`config.mk`:
```
export PLATFORM = sky130hd
export DESIGN_NAME = stft_ram
export DESIGN_NICKNAME = d
export VERILOG_FILES = /design/src/rtl/stft_ram.sv
export SDC_FILE = /design/constraint.sdc
export NUM_CORES = 2
export LEC_CHECK = 0
export BUFFER_PORTS_ARGS = -buffer_cell sky130_fd_sc_hd__buf_2
export CORE_ASPECT_RATIO = 1.2
export CORE_MARGIN = 2
export CORE_UTILIZATION = 35
export DETAILED_ROUTE_END_ITERATION = 6
export PLACE_DENSITY_LB_ADDON = 0.1
export RECOVER_POWER = 25
export SKIP_CTS_REPAIR_TIMING = 1
export SYNTH_ARGS = -nofsm -noshare
export SYNTH_HDL_FRONTEND = slang
export SYNTH_SLANG_ARGS = --single-unit
```
`constraint.sdc`:
```
create_clock -name clk -period 2.92 [get_ports clk]
set_input_delay 0.292 -clock clk [delete_from_list [all_inputs] [get_ports clk]]
set_output_delay 0.292 -clock clk [all_outputs]
set_load 0.1 [all_outputs]
```
`src/rtl/stft_ram.sv`:
```
// Generic single-write, single-read memory with registered read data.
module stft_ram #(
    parameter int WIDTH = 16,
    parameter int DEPTH = 256
) (
    input  logic                     clk,
    input  logic                     we,
    input  logic [$clog2(DEPTH)-1:0] waddr,
    input  logic [WIDTH-1:0]         wdata,
    input  logic [$clog2(DEPTH)-1:0] raddr,
    output logic [WIDTH-1:0]         rdata
);

    logic [WIDTH-1:0] mem [DEPTH];

    always_ff @(posedge clk)
    begin
        if (we)
        begin
            mem[waddr] <= wdata;
        end
        rdata <= mem[raddr];
    end

endmodule

```
# Yosys cells after proc, flatten, opt, wreduce, memory -nomap -nowiden
# Memories as Yosys holds them, arrays and structs flattened. A register that Yosys moved wholly into a read port is not among the register bits.
# Cells that the tools add are included.
# word_totals
ff_bits,0
ram_bits,4096
word_cells,3
n_memories,1
output_inout_bits,16
# memory_table
name,words,width,rd,rd_ports_with_merged_regs,write_ports,line_no,source
mem,256,16,1,1,1,14,logic [WIDTH-1:0] mem [DEPTH];
# op_classes
n_mux,2
# op_table
cell,count
2-to-1 mux 1 bit,2

# Logic depth before layout (Yosys ltp)
# logic_depth
depth_word,2
mapped_depth,12
ltp_nobuf,6

# Least setup slack after synthesis
# OpenSTA, ideal clock, no wires.
# synth_timing
path_kind,input-to-reg
from,input waddr[3]
to,"memory mem[235][0], enable pin"
required_time_ns,2.532
path_buffers,3
path_slack_ns,0.463
arrival_ns,2.069
cell_stages,6
cell_sequence,clkbuf_1 > nor2b_1 > clkbuf_1 > nand4_1 > clkbuf_1 > nor2_1
# synth_rtl
element,line_no,source
start: declaration,8,"input logic [$clog2(DEPTH)-1:0] waddr,"
end: declaration,14,
# Straight into the memory's write port.

==> out/results.ini <==
[synthesis]
netlist_area_mm2=0.159
synth.distinct_cells=52
yosysWarnings=0
syn_area_per_cell_um2=21.6
synth_edf_count=4096
synthesis.nets=7394
syn-instance-count=7360
ys_seq_elements=4112
synthArstFlopShare_pct=0
ys.flop_type=edfxtp_1
seq_area_frac_synth_pct=77.7

[critical_path]
startpoint_type=flip-flop
crit_chain=mux4_2, mux2_2, a22oi_1, buf_4, nand2_1, o32ai_4, buf_4, nor4_1
crit_top_cell=buf_4
cp-end-kind=flip-flop
critPathTopFamily=compound AO/OA/AOI/OAI gates
crit_path_max_incr_delay_ns=0.49
cp_slowest_cell=o32ai_4
cp_num_buf_inv=2
cp_data_required_time_ns=3.79
crit_type=reg -> reg
worstPathMaxFanout=1
critPathArrivalTime_ns=3.76

[grt]
grt_pass1_wl_um=682000
overflow=0
antenna_found_initial=32
grt_pass1_vias=82749
grt_max_degree=105
track_usage_pct=21.3

[route]
dr.pass1.iters=6
vias=80503
postRouteAntennaNets=0
via_per_inst=5.41
drcViolationCount=0
routedWlPerCell_um=33.3
wirelength_um=495000
drt-initial-drc-count=7317

[die]
design.core.area_mm2=0.451
dieArea_mm2=0.459
placementRows=270
io_pins=50
initial_utilization_pct=35.2
die_h_um=742
die_w_um=619

[cells_and_area]
nNetsFinal=8559
drive_gt1_share_pct=31.7
area_growth_pct=19.3
layout_commonest_cell=edfxtp_1
finish.utilization_pct=42.0
final_cell_mix=edfxtp_1 (4096), buf_4 (888), mux4_2 (797)
design_area_mm2=0.189

[timing]
setup_tns_ns=0
fin_ws_ns=0.0274
slew_violations=1080
tightest_slew_ns=3.08
hold_violations=0
period_share_pct=99.1
finalClockSkew_ns=0.0744
fin_crit_ns=2.89
setup_viol=0
timing.fmax_ghz=0.346
relSlewSlack_pct=-105
rsz0062_at_grt=false

[placement]
dp_worst_setup_slack_ns=-1.64
place_congestion=0.849
port_buffers=49
dpl_cell_area_mm2=0.176
hpwl_um=315000

[cts]
htreeDepth=5
ctsRootBufferMaster=clkbuf_16
cts_tree=built
clock_sinks=4112
clk_pin_slew_ns=0.06
clockBufferDepth=4
cts_buffers=431
clock_latency_ns=1.02

[power_and_ir_drop]
total_leakage_power_nw=61.0
powerDensity_mw_per_mm2=671
power_w=0.127
ir_drop_uv=495

[outcome]
status=finished, violations left
violations=max-capacitance violations, max-slew violations

[hold_path]
min_path_type=in -> reg

[run]
maxCapViolations=16

## per-layer routing
layer / up-vias / routed length, um / track usage [%]
met2: 2173 / 244000 / 35.7
li1: 33680 / - / -
met4: 8 / 15800 / 6.32
met1: 44078 / 210000 / 28.9
met3: 564 / 24800 / 2.98
met5: - / 45 / 0
## tightest hold or removal path, cell delays in order
cell and delay, ns:
buf_2 0.16, nand3_1 0.28, nor2_1 0.20
## cell usage after synthesis, drive strengths merged (21+ instances only)
cell type | number | area, um2
o22ai | 148 | 926
o21ai | 38 | 190
nor2 | 304 | 1140
a22o | 32 | 280
nor3 | 92 | 460
mux4 | 797 | 17900
a221oi | 28 | 245
a21oi | 175 | 876
buf | 222 | 1810
nand2 | 38 | 143
edfxtp | 4096 | 123000
o32ai | 21 | 191
nand3 | 35 | 175
nand4 | 26 | 163
clkbuf | 230 | 863
o221ai | 253 | 2220
mux2i | 565 | 5660
a22oi | 43 | 323
mux2 | 88 | 991
## worst paths after layout
kind              slack [ns]    startpoint           to  cells after the start
setup / recovery        0.03    mem[13][2]     rdata[2]                      8
hold / removal          0.13      waddr[1]  mem[163][2]                      3
setup reg to reg        0.03    mem[13][2]     rdata[2]                      8
hold reg to reg         1.07  mem[122][14]    rdata[14]                      6
## state kept, by name (all words and copies together) (netlist names)
signal	flops
mem	4096
rdata	16
## where the power goes
group          switching (W)  internal (W)
clock network         0.0235        0.0308
logic                0.00482       0.00279
registers           0.000142        0.0651
## per-stage QoR
step,instances,hold slack [ns]
6_report,14887,0.128
5_1_grt,14875,0.0731
2_1_floorplan,7360,0.391
4_1_cts,14851,-0.425
3_5_place_dp,14058,0.726
3_3_place_gp,14058,0.722
## cell families (layout without fill, tap and decap cells)
logic type / count (synthesis) / in the layout / share of synthesized area, %
multiplexers: 1450 / 1450 / 15.5
flip-flops: 4112 / 4112 / 77.7
buffers and inverters: 456 / 1981 / 1.69
other: 0 / 18 / 0
AND/OR/NAND/NOR: 556 / 556 / 1.57
AO/OA/AOI/OAI: 786 / 786 / 3.54
## area by class of cell
cell class	count	area, um2
Multi-Input combinational cell	2792	33300
Clock inverter	267	2560
Sequential cell	4112	123000
Fill cell	39375	262000
Timing Repair Buffer	1184	11400
Tap cell	5984	7490
Inverter	4	27.5
Antenna cell	18	45.0
Clock buffer	526	11300
No activity file was read; power rests on OpenSTA's default activity.
