## src/rtl/stft_pkg.sv

```systemverilog
// Shared types, constants and the quarter-wave sine table for the STFT spectrogram block.
package stft_pkg;

    localparam int unsigned WIN_LEN    = 256;
    localparam int unsigned ADDR_W     = 8;
    localparam int unsigned WORK_W     = 26;
    localparam int unsigned CPLX_W     = 2 * WORK_W;
    localparam int unsigned MAG_W      = 24;
    localparam int unsigned RAD_W      = 2 * WORK_W;
    localparam int unsigned ROOT_W     = WORK_W;

    localparam logic [7:0]  BIN_LIMIT  = 8'd129;
    localparam logic [6:0]  LAST_BASE  = 7'd126;
    localparam logic [15:0] SEEN_MAX   = 16'hFFFF;
    localparam logic [15:0] SEEN_FULL  = 16'd256;

    typedef enum logic [1:0] {
        REG_HOP_SIZE    = 2'd0,
        REG_FRAME_COUNT = 2'd1
    } cfg_reg_t;

    typedef enum logic [3:0] {
        ST_IDLE,
        ST_LD_RD,
        ST_LD_MUL,
        ST_LD_WR,
        ST_BF_RD,
        ST_BF_MUL,
        ST_BF_ADD,
        ST_BF_WP,
        ST_BF_WQ,
        ST_MG_RD,
        ST_MG_SQ,
        ST_MG_SUM,
        ST_MG_ROOT,
        ST_OUT
    } state_t;

    typedef struct packed {
        logic signed [15:0] sample;
        logic               first;
    } smp_t;

    typedef struct packed {
        logic [7:0]  frame_index;
        logic [6:0]  bin_index;
        logic [23:0] mag_a;
        logic [23:0] mag_b;
        logic [23:0] mag_c;
        logic        last;
    } res_t;

    // round(32768 * sin(2*pi*i/256)) for the first quarter wave
    localparam logic [16:0] QUARTER_SINE [0:64] = '{
        17'd0,     17'd804,   17'd1608,  17'd2411,  17'd3212,  17'd4011,
        17'd4808,  17'd5602,  17'd6393,  17'd7180,  17'd7962,  17'd8740,
        17'd9512,  17'd10279, 17'd11039, 17'd11793, 17'd12540, 17'd13279,
        17'd14010, 17'd14733, 17'd15447, 17'd16151, 17'd16846, 17'd17531,
        17'd18205, 17'd18868, 17'd19520, 17'd20160, 17'd20788, 17'd21403,
        17'd22006, 17'd22595, 17'd23170, 17'd23732, 17'd24279, 17'd24812,
        17'd25330, 17'd25833, 17'd26320, 17'd26791, 17'd27246, 17'd27684,
        17'd28106, 17'd28511, 17'd28899, 17'd29269, 17'd29622, 17'd29957,
        17'd30274, 17'd30572, 17'd30853, 17'd31114, 17'd31357, 17'd31581,
        17'd31786, 17'd31972, 17'd32138, 17'd32286, 17'd32413, 17'd32522,
        17'd32610, 17'd32679, 17'd32729, 17'd32758, 17'd32768
    };

    function automatic logic signed [16:0] sine_at(input logic [7:0] m);
        logic [6:0]  r;
        logic [16:0] v;
        r = {1'b0, m[5:0]};
        v = m[6] ? QUARTER_SINE[7'd64 - r] : QUARTER_SINE[r];
        return m[7] ? -$signed(v) : $signed(v);
    endfunction

    function automatic logic signed [16:0] cosine_at(input logic [7:0] m);
        return sine_at(m + 8'd64);
    endfunction

    function automatic logic [7:0] bit_reverse(input logic [7:0] v);
        logic [7:0] r;
        for (int b = 0; b < 8; b++) begin
            r[b] = v[7 - b];
        end
        return r;
    endfunction

    function automatic logic signed [25:0] sat26(input logic signed [29:0] v);
        if (v > 30'sd33554431) begin
            return 26'sd33554431;
        end
        if (v < -30'sd33554432) begin
            return -26'sd33554432;
        end
        return v[25:0];
    endfunction

endpackage

```

## src/rtl/stft_sqrt.sv

```systemverilog
// Bit-serial floor square root, one root bit per cycle.
module stft_sqrt (
    input  logic                             clk,
    input  logic                             rst_n,
    input  logic                             start,
    input  logic [stft_pkg::RAD_W-1:0]       radicand,
    output logic                             done,
    output logic [stft_pkg::ROOT_W-1:0]      root
);

    import stft_pkg::*;

    localparam int CNT_W = $clog2(ROOT_W);

    logic             busy_reg, busy_next;
    logic             done_reg, done_next;
    logic [CNT_W-1:0] cnt_reg, cnt_next;
    logic [RAD_W-1:0] rad_reg, rad_next;
    logic [27:0]      rem_reg, rem_next;
    logic [ROOT_W-1:0] root_reg, root_next;
    logic [29:0]      rem_sh;
    logic [29:0]      trial;

    assign rem_sh = {rem_reg, rad_reg[RAD_W-1 -: 2]};
    assign trial  = {2'b00, root_reg, 2'b01};

    always_comb
    begin
        busy_next = busy_reg;
        done_next = 1'b0;
        cnt_next  = cnt_reg;
        rad_next  = rad_reg;
        rem_next  = rem_reg;
        root_next = root_reg;
        if (start)
        begin
            busy_next = 1'b1;
            cnt_next  = '0;
            rad_next  = radicand;
            rem_next  = '0;
            root_next = '0;
        end
        else if (busy_reg)
        begin
            rad_next = {rad_reg[RAD_W-3:0], 2'b00};
            if (rem_sh >= trial)
            begin
                rem_next  = 28'(rem_sh - trial);
                root_next = {root_reg[ROOT_W-2:0], 1'b1};
            end
            else
            begin
                rem_next  = rem_sh[27:0];
                root_next = {root_reg[ROOT_W-2:0], 1'b0};
            end
            cnt_next = cnt_reg + 1'b1;
            if (cnt_reg == CNT_W'(ROOT_W - 1))
            begin
                busy_next = 1'b0;
                done_next = 1'b1;
            end
        end
    end

    always_ff @(posedge clk or negedge rst_n)
    begin
        if (!rst_n)
        begin
            busy_reg <= 1'b0;
            done_reg <= 1'b0;
            cnt_reg  <= '0;
        end
        else
        begin
            busy_reg <= busy_next;
            done_reg <= done_next;
            cnt_reg  <= cnt_next;
        end
    end

    always_ff @(posedge clk)
    begin
        rad_reg  <= rad_next;
        rem_reg  <= rem_next;
        root_reg <= root_next;
    end

    assign done = done_reg;
    assign root = root_reg;

endmodule

```

## config.mk

```make
export PLATFORM = sky130hd
export DESIGN_NAME = stft_sqrt
export DESIGN_NICKNAME = d
export VERILOG_FILES = /design/src/rtl/stft_pkg.sv /design/src/rtl/stft_sqrt.sv
export SDC_FILE = /design/constraint.sdc
export NUM_CORES = 1
export LEC_CHECK = 0
export BUFFER_PORTS_ARGS = -buffer_cell sky130_fd_sc_hd__buf_2
export CAP_MARGIN = 30
export CORE_MARGIN = 1.5
export CORE_UTILIZATION = 40
export CTS_CLUSTER_SIZE = 24
export DETAILED_ROUTE_END_ITERATION = 12
export GPL_TIMING_DRIVEN = 0
export PLACE_DENSITY = 0.55
export REMOVE_ABC_BUFFERS = 1
export SLEW_MARGIN = 30
export SYNTH_ARGS = -nofsm -noshare
export SYNTH_HDL_FRONTEND = slang
export SYNTH_SLANG_ARGS = --single-unit
```

## constraint.sdc

```tcl
create_clock -name clk -period 3.7 [get_ports clk]
set_input_delay 0.185 -clock clk [delete_from_list [all_inputs] [get_ports clk]]
set_output_delay 0.185 -clock clk [all_outputs]
set_load 0.02 [all_outputs]
```

Word level (Yosys, flattened, before mapping)
Index checks and enable logic that the tools add are counted. Widths: inputs -> output; s select.

Bits in registers: 113. Input bits: 55. Output and inout bits: 27. Logic and storage cells: 23.

$add $sub $neg: 2. $lt $le $gt $ge: 1. Equality and inequality tests: 1. Mux-type cells: 12. Reduce and logical (&&, ||, !) cells: 1.

Operators with widths (count): $mux 52 (2); $ge 30x28->1 (1); $mux 28 (1); $sub 28x28->28 (1); $mux 5 (2); $mux 1 (7); $add 5x1->5 const B (1); $eq 5x5->1 const B (1); $reduce_bool 2->1 (1).

Longest topological paths before layout
Depth after elaboration: 4. Gate-level depth with buffers: 12. Mapped depth without buffers: 10.

Worst setup path before layout
Ideal clock, no wire load.

Kind: register to register. Start: register root_reg[2] (netlist: root[2]). End: register rem_reg[21]. Setup time: 0.079 ns. Data arrival time: 2.877 ns. Data required time: 3.621 ns. Slack: 0.744 ns. Cell stages (with the launch flop): 11. Buffers on the path: 0. Period minus slack after synthesis: 2.956 ns. Path through: dfxtp_1 inv_1 ha_1 a2111oi_4 o21ai_2 a2111oi_2 nor3_1 a31o_1 nor3b_1 or4b_1 o221ai_2.

Word-level cells in the longest chain between the ends: 2. Elaborated cells on any way between the ends: 3. Classes of those cells: add/sub: 1; order compare: 1; mux: 1.

Ends and longest elaborated chain: start, declared (line stft_sqrt.sv:20) `logic [ROOT_W-1:0] root_reg, root_next;`; start signal, assigned (line stft_sqrt.sv:85) `root_reg <= root_next;`; $sub 28x28->28 / $ge 30x28->1 (equally long branches) (line stft_sqrt.sv:48, stft_sqrt.sv:46); $mux 28 * (line stft_sqrt.sv:46) `if (rem_sh >= trial)`; end signal, assigned (line stft_sqrt.sv:84) `rem_reg <= rem_next;`; end, declared (line stft_sqrt.sv:19) `logic [27:0] rem_reg, rem_next;`.

Every way passes the cells marked *; elsewhere a longest branch is shown, timed or not. A chain may end at the register's enable or synchronous reset.

Worst setup path after layout
Start: register root_reg[10] (netlist: root[10]). End: register rem_reg[21].

The elaborated chain is that of the path after synthesis.

==> summary.md <==
| Metric | Value |
|---|---|
| Most used DFF post-synth | sky130_fd_sc_hd__dfxtp_1 |
| Type of the worst setup path | flip-flop to flip-flop |
| Final RePlAce weighted congestion | 0.845 |
| Global-route total usage across every layer | 0.165 |
| Fraction of layout cells with a size suffix above 1 | 0.260 |
| Total Power | 6.18 mW |
| Average cell area after synthesis | 10.4 um^2 |
| Top achievable clock speed | 292 MHz |
| Share of the core filled with cells | 0.497 |
| Total placed instance area | 6920 um^2 |
| Post-Layout Inst Area | 7590 um^2 |
| Worst flop-to-flop path startpoint | root[10]$_SDFFE_PP0P_ |
| Post-synth EDFFs | 52 |
| Worst skew pair latency | 0.42 ns |
| Max FO, Critical Path | 17 |
| Register area share after synthesis | 0.449 |
| Ratio of final minimum period to clock period | 0.926 |
| Largest cells by area after synthesis | sky130_fd_sc_hd__edfxtp_1 25%, sky130_fd_sc_hd__dfxtp_1 17%, sky130_fd_sc_hd__mux2_2 9.0% |
| Die height | 128 um |
| R2r setup slk | 0.28 ns |
| Area delta synth->final | 20.8% |
| Relative slew slack | 0.502 |
| # diodes | 0 |
| Hold Worst Slack | 0.0498 ns |
| Post-layout minimum cycle time | 3.42 ns |
| Chip width | 128 um |
| Root buf cell | sky130_fd_sc_hd__clkbuf_16 |
| Number of I/O pins | 82 |
| Pleak | 3.40 nW |
| Placeable Area | 15300 um^2 |
| Final setup vio count | 0 |
| Final #Nets | 761 |
| Share of flip-flops with an asynchronous set or reset after synthesis | 0.0619 |
| FF+latch count, synth | 113 |
| First-pass detailed-route iteration total | 4 |
| First-pass GRT wire length | 21.5 mm |
| Total number of yosys warnings | 0 |
| H-tree depth | 4 |
| Initial core utilization | 0.412 |
| Pin slew with the least headroom to its limit | 0.744 ns |
| Avg WL per Cell | 14.1 um |
| Total global routing overflow | 0 |
| ANT nets after route | 0 |
| Via count of the first global-routing pass | 4584 |
| Wire length reported by the detailed router | 12.7 mm |
| Critical Path Start Type | flip-flop |
| CTS max path bufs | 2 |
| Final count of hold timing violations | 0 |
| Final Skew | 0.00760 ns |
| Endpoint of the worst register-to-register path | rem_reg[21]$_SDFFE_PP0P_ |
| Power density of the placed cells | 815 nW/um^2 |
| Sequential standard cell area | 2820 um^2 |
| Half-perimeter wire length after placement | 8.84 mm |
| Clock tree from TritonCTS | done |
| Result of the run | finished clean |
| Arrival @ worst endpoint | 3.77 ns |
| Unrepaired setup endpoints after global routing | no |
| Number of buffers created by CTS | 17 |
| Category of the worst setup path capture point | flip-flop |
| Largest area contributor in the netlist | sky130_fd_sc_hd__edfxtp_1 |
| Area share of the largest cell type after synthesis | 0.249 |
| Number of flip-flops under the largest register name | 52 |
| Worst EP required | 4.04 ns |
| Hold path depth | 2 |
| Clock transition at path regs | 0.05 ns |
| Area of combinational cells with multiple inputs | 3200 um^2 |
| Residual DRC count | 0 |
| Min-delay worst type | primary input to flip-flop |
| Initial antenna violation count | 1 |
| Length in cells of the worst reg-to-reg path | 12 |
| Die Area | 16500 um^2 |
| Cell area after synthesis | 6280 um^2 |
| Number of rows in the core area | 45 |
| Max-Cap Viols | 0 |
| Largest net degree at the start of global routing | 76 |
| Detail-routed via count per cell | 5.09 |
| Mapped Cells | 604 |
| Number of vias after detailed routing | 4578 |
| Final Slew Violations | 0 |
| Distinct cells, synth | 60 |
| DR iter-0 viols | 199 |
| Number of I/O port buffers | 81 |
| Worst hold path endpoint | rad_reg[0]$_SDFFCE_PN0P_ |
| Final-layout fill cell count | 1424 |
| TritonCTS Sinks | 113 |
| Worst supply voltage drop on vdd | 0.401 mV |
| Startpoint of the worst hold path | radicand[0] |
## report_power, final
part / switching, mW / total, mW / internal, mW
registers: 0.116 / 1.62 / 1.51
logic: 1.47 / 2.81 / 1.34
clock network: 0.611 / 1.75 / 1.14
## worst max-delay path by stage
| stage | from | slack [ns] | cells after the start | endpoint |
|---|---|---|---|---|
| after CTS | root[2]$_SDFFE_PP0P_ | 0.14 | 12 | rem_reg[21]$_SDFFE_PP0P_ |
| after global routing | root[14]$_SDFFE_PP0P_ | 0.08 | 12 | rem_reg[21]$_SDFFE_PP0P_ |
| final | root[10]$_SDFFE_PP0P_ | 0.28 | 12 | rem_reg[21]$_SDFFE_PP0P_ |
| after detailed placement | root[2]$_SDFFE_PP0P_ | 0.18 | 12 | rem_reg[21]$_SDFFE_PP0P_ |
| after global placement | busy_reg$_DFF_PN0_ | -1.55 | 2 | rad_reg[10]$_DFFE_PP_ |
| after floorplan | busy_reg$_DFF_PN0_ | -0.12 | 2 | rad_reg[0]$_SDFFCE_PN0P_ |
## critical path: stages (launching register included)
cell and delay [ns]:
sky130_fd_sc_hd__dfxtp_1 0.39, sky130_fd_sc_hd__inv_1 0.06, sky130_fd_sc_hd__ha_1 0.40, sky130_fd_sc_hd__and4_1 0.27, sky130_fd_sc_hd__nand4_1 0.15, sky130_fd_sc_hd__or3_1 0.45, sky130_fd_sc_hd__nor4_2 0.25, sky130_fd_sc_hd__nor4bb_1 0.12
sky130_fd_sc_hd__a22oi_4 0.26, sky130_fd_sc_hd__buf_16 0.20, sky130_fd_sc_hd__buf_16 0.17, sky130_fd_sc_hd__or4b_1 0.47, sky130_fd_sc_hd__o221ai_2 0.16
## stage by stage
stage          setup TNS, ns  instances  worst slack, ns
6_report                   0        900            0.275
4_1_cts                    0        900            0.143
5_1_grt                    0        900           0.0760
3_3_place_gp          -85.64        863            -1.55
3_5_place_dp               0        867            0.179
2_1_floorplan          -6.02        571           -0.116
## logic make-up (layout without fill, tap and decap cells)
kind of cell / Yosys count / count (layout) / share of synthesized area
fa+ha+maj: 30 / 30 / 0.0597
mux: 101 / 101 / 0.171
compound gates: 114 / 114 / 0.129
xor+xnor: 26 / 26 / 0.0362
buf+inv: 71 / 156 / 0.0462
flops: 113 / 113 / 0.449
simple gates: 149 / 149 / 0.109
## metal layers
metal,track usage,up-vias,share of wire
met1,0.199,2126,0.45
met3,0.0680,17,0.061
met4,0.0668,2,0.016
met2,0.263,96,0.47
met5,0,-,0.00079
li1,-,2337,-
## layout by cell type (no fill, tap or decap), types with 3 or more instances in the layout
cell / count
sky130_fd_sc_hd__o22ai_1: 3
sky130_fd_sc_hd__o211ai_1: 5
sky130_fd_sc_hd__buf_16: 3
sky130_fd_sc_hd__xnor2_1: 14
sky130_fd_sc_hd__a21o_1: 10
sky130_fd_sc_hd__buf_2: 80
sky130_fd_sc_hd__xor2_1: 12
sky130_fd_sc_hd__dfrtp_1: 6
sky130_fd_sc_hd__or3_1: 3
sky130_fd_sc_hd__bufinv_16: 4
sky130_fd_sc_hd__nor3_1: 5
sky130_fd_sc_hd__a21oi_1: 25
sky130_fd_sc_hd__o21a_1: 3
sky130_fd_sc_hd__nand2_1: 27
sky130_fd_sc_hd__edfxtp_1: 52
sky130_fd_sc_hd__clkinv_4: 5
sky130_fd_sc_hd__a31oi_1: 4
sky130_fd_sc_hd__o21ai_0: 14
sky130_fd_sc_hd__o21bai_1: 4
sky130_fd_sc_hd__mux2i_1: 51
sky130_fd_sc_hd__nand3_1: 8
sky130_fd_sc_hd__clkbuf_16: 17
sky130_fd_sc_hd__ha_1: 30
sky130_fd_sc_hd__dfxtp_1: 54
sky130_fd_sc_hd__nand2b_1: 7
sky130_fd_sc_hd__nor2_1: 73
sky130_fd_sc_hd__nor2b_1: 3
sky130_fd_sc_hd__mux2_2: 50
sky130_fd_sc_hd__nand4_1: 8
sky130_fd_sc_hd__nand4b_1: 3
sky130_fd_sc_hd__a211oi_1: 25
sky130_fd_sc_hd__and2_1: 3
sky130_fd_sc_hd__inv_1: 37
sky130_fd_sc_hd__inv_6: 3
## cell usage after synthesis, types with 2 or more instances
cell	instances
sky130_fd_sc_hd__edfxtp_1	52
sky130_fd_sc_hd__o21ai_0	14
sky130_fd_sc_hd__and2_1	3
sky130_fd_sc_hd__clkbuf_1	21
sky130_fd_sc_hd__inv_1	38
sky130_fd_sc_hd__mux2_2	50
sky130_fd_sc_hd__a31oi_1	4
sky130_fd_sc_hd__buf_2	3
sky130_fd_sc_hd__xor2_1	12
sky130_fd_sc_hd__a211oi_1	26
sky130_fd_sc_hd__mux2i_1	51
sky130_fd_sc_hd__o21bai_1	4
sky130_fd_sc_hd__a21oi_1	25
sky130_fd_sc_hd__o22ai_1	3
sky130_fd_sc_hd__o21a_1	3
sky130_fd_sc_hd__nand2_1	27
sky130_fd_sc_hd__nor4_1	2
sky130_fd_sc_hd__nand4b_1	3
sky130_fd_sc_hd__nand3_1	8
sky130_fd_sc_hd__o211ai_1	5
sky130_fd_sc_hd__nor2b_1	3
sky130_fd_sc_hd__a21o_1	10
sky130_fd_sc_hd__nor3b_1	2
sky130_fd_sc_hd__ha_1	30
sky130_fd_sc_hd__buf_6	2
sky130_fd_sc_hd__dfxtp_1	54
sky130_fd_sc_hd__a211o_1	2
sky130_fd_sc_hd__or3_1	3
sky130_fd_sc_hd__xnor2_1	14
sky130_fd_sc_hd__nand2b_1	7
sky130_fd_sc_hd__nand4_1	8
sky130_fd_sc_hd__nor3_1	5
sky130_fd_sc_hd__dfrtp_1	7
sky130_fd_sc_hd__nor2_1	73
sky130_fd_sc_hd__buf_1	5
## area by class of cell
type,count,area share
Timing Repair Buffer,86,0.0691
Tap cell,211,0.0348
Clock buffer,18,0.0566
Sequential cell,113,0.372
Multi-Input combinational cell,420,0.422
Clock inverter,14,0.0270
Inverter,38,0.0191
## what timing repair did
action                                 CTS  global route
hold buffers                             1             0
buffers inserted                         0             0
resized for setup                        0             4
endpoints found under the hold margin    7             0
setup endpoints to repair                0             1
No activity file was read; power rests on OpenSTA's default activity.
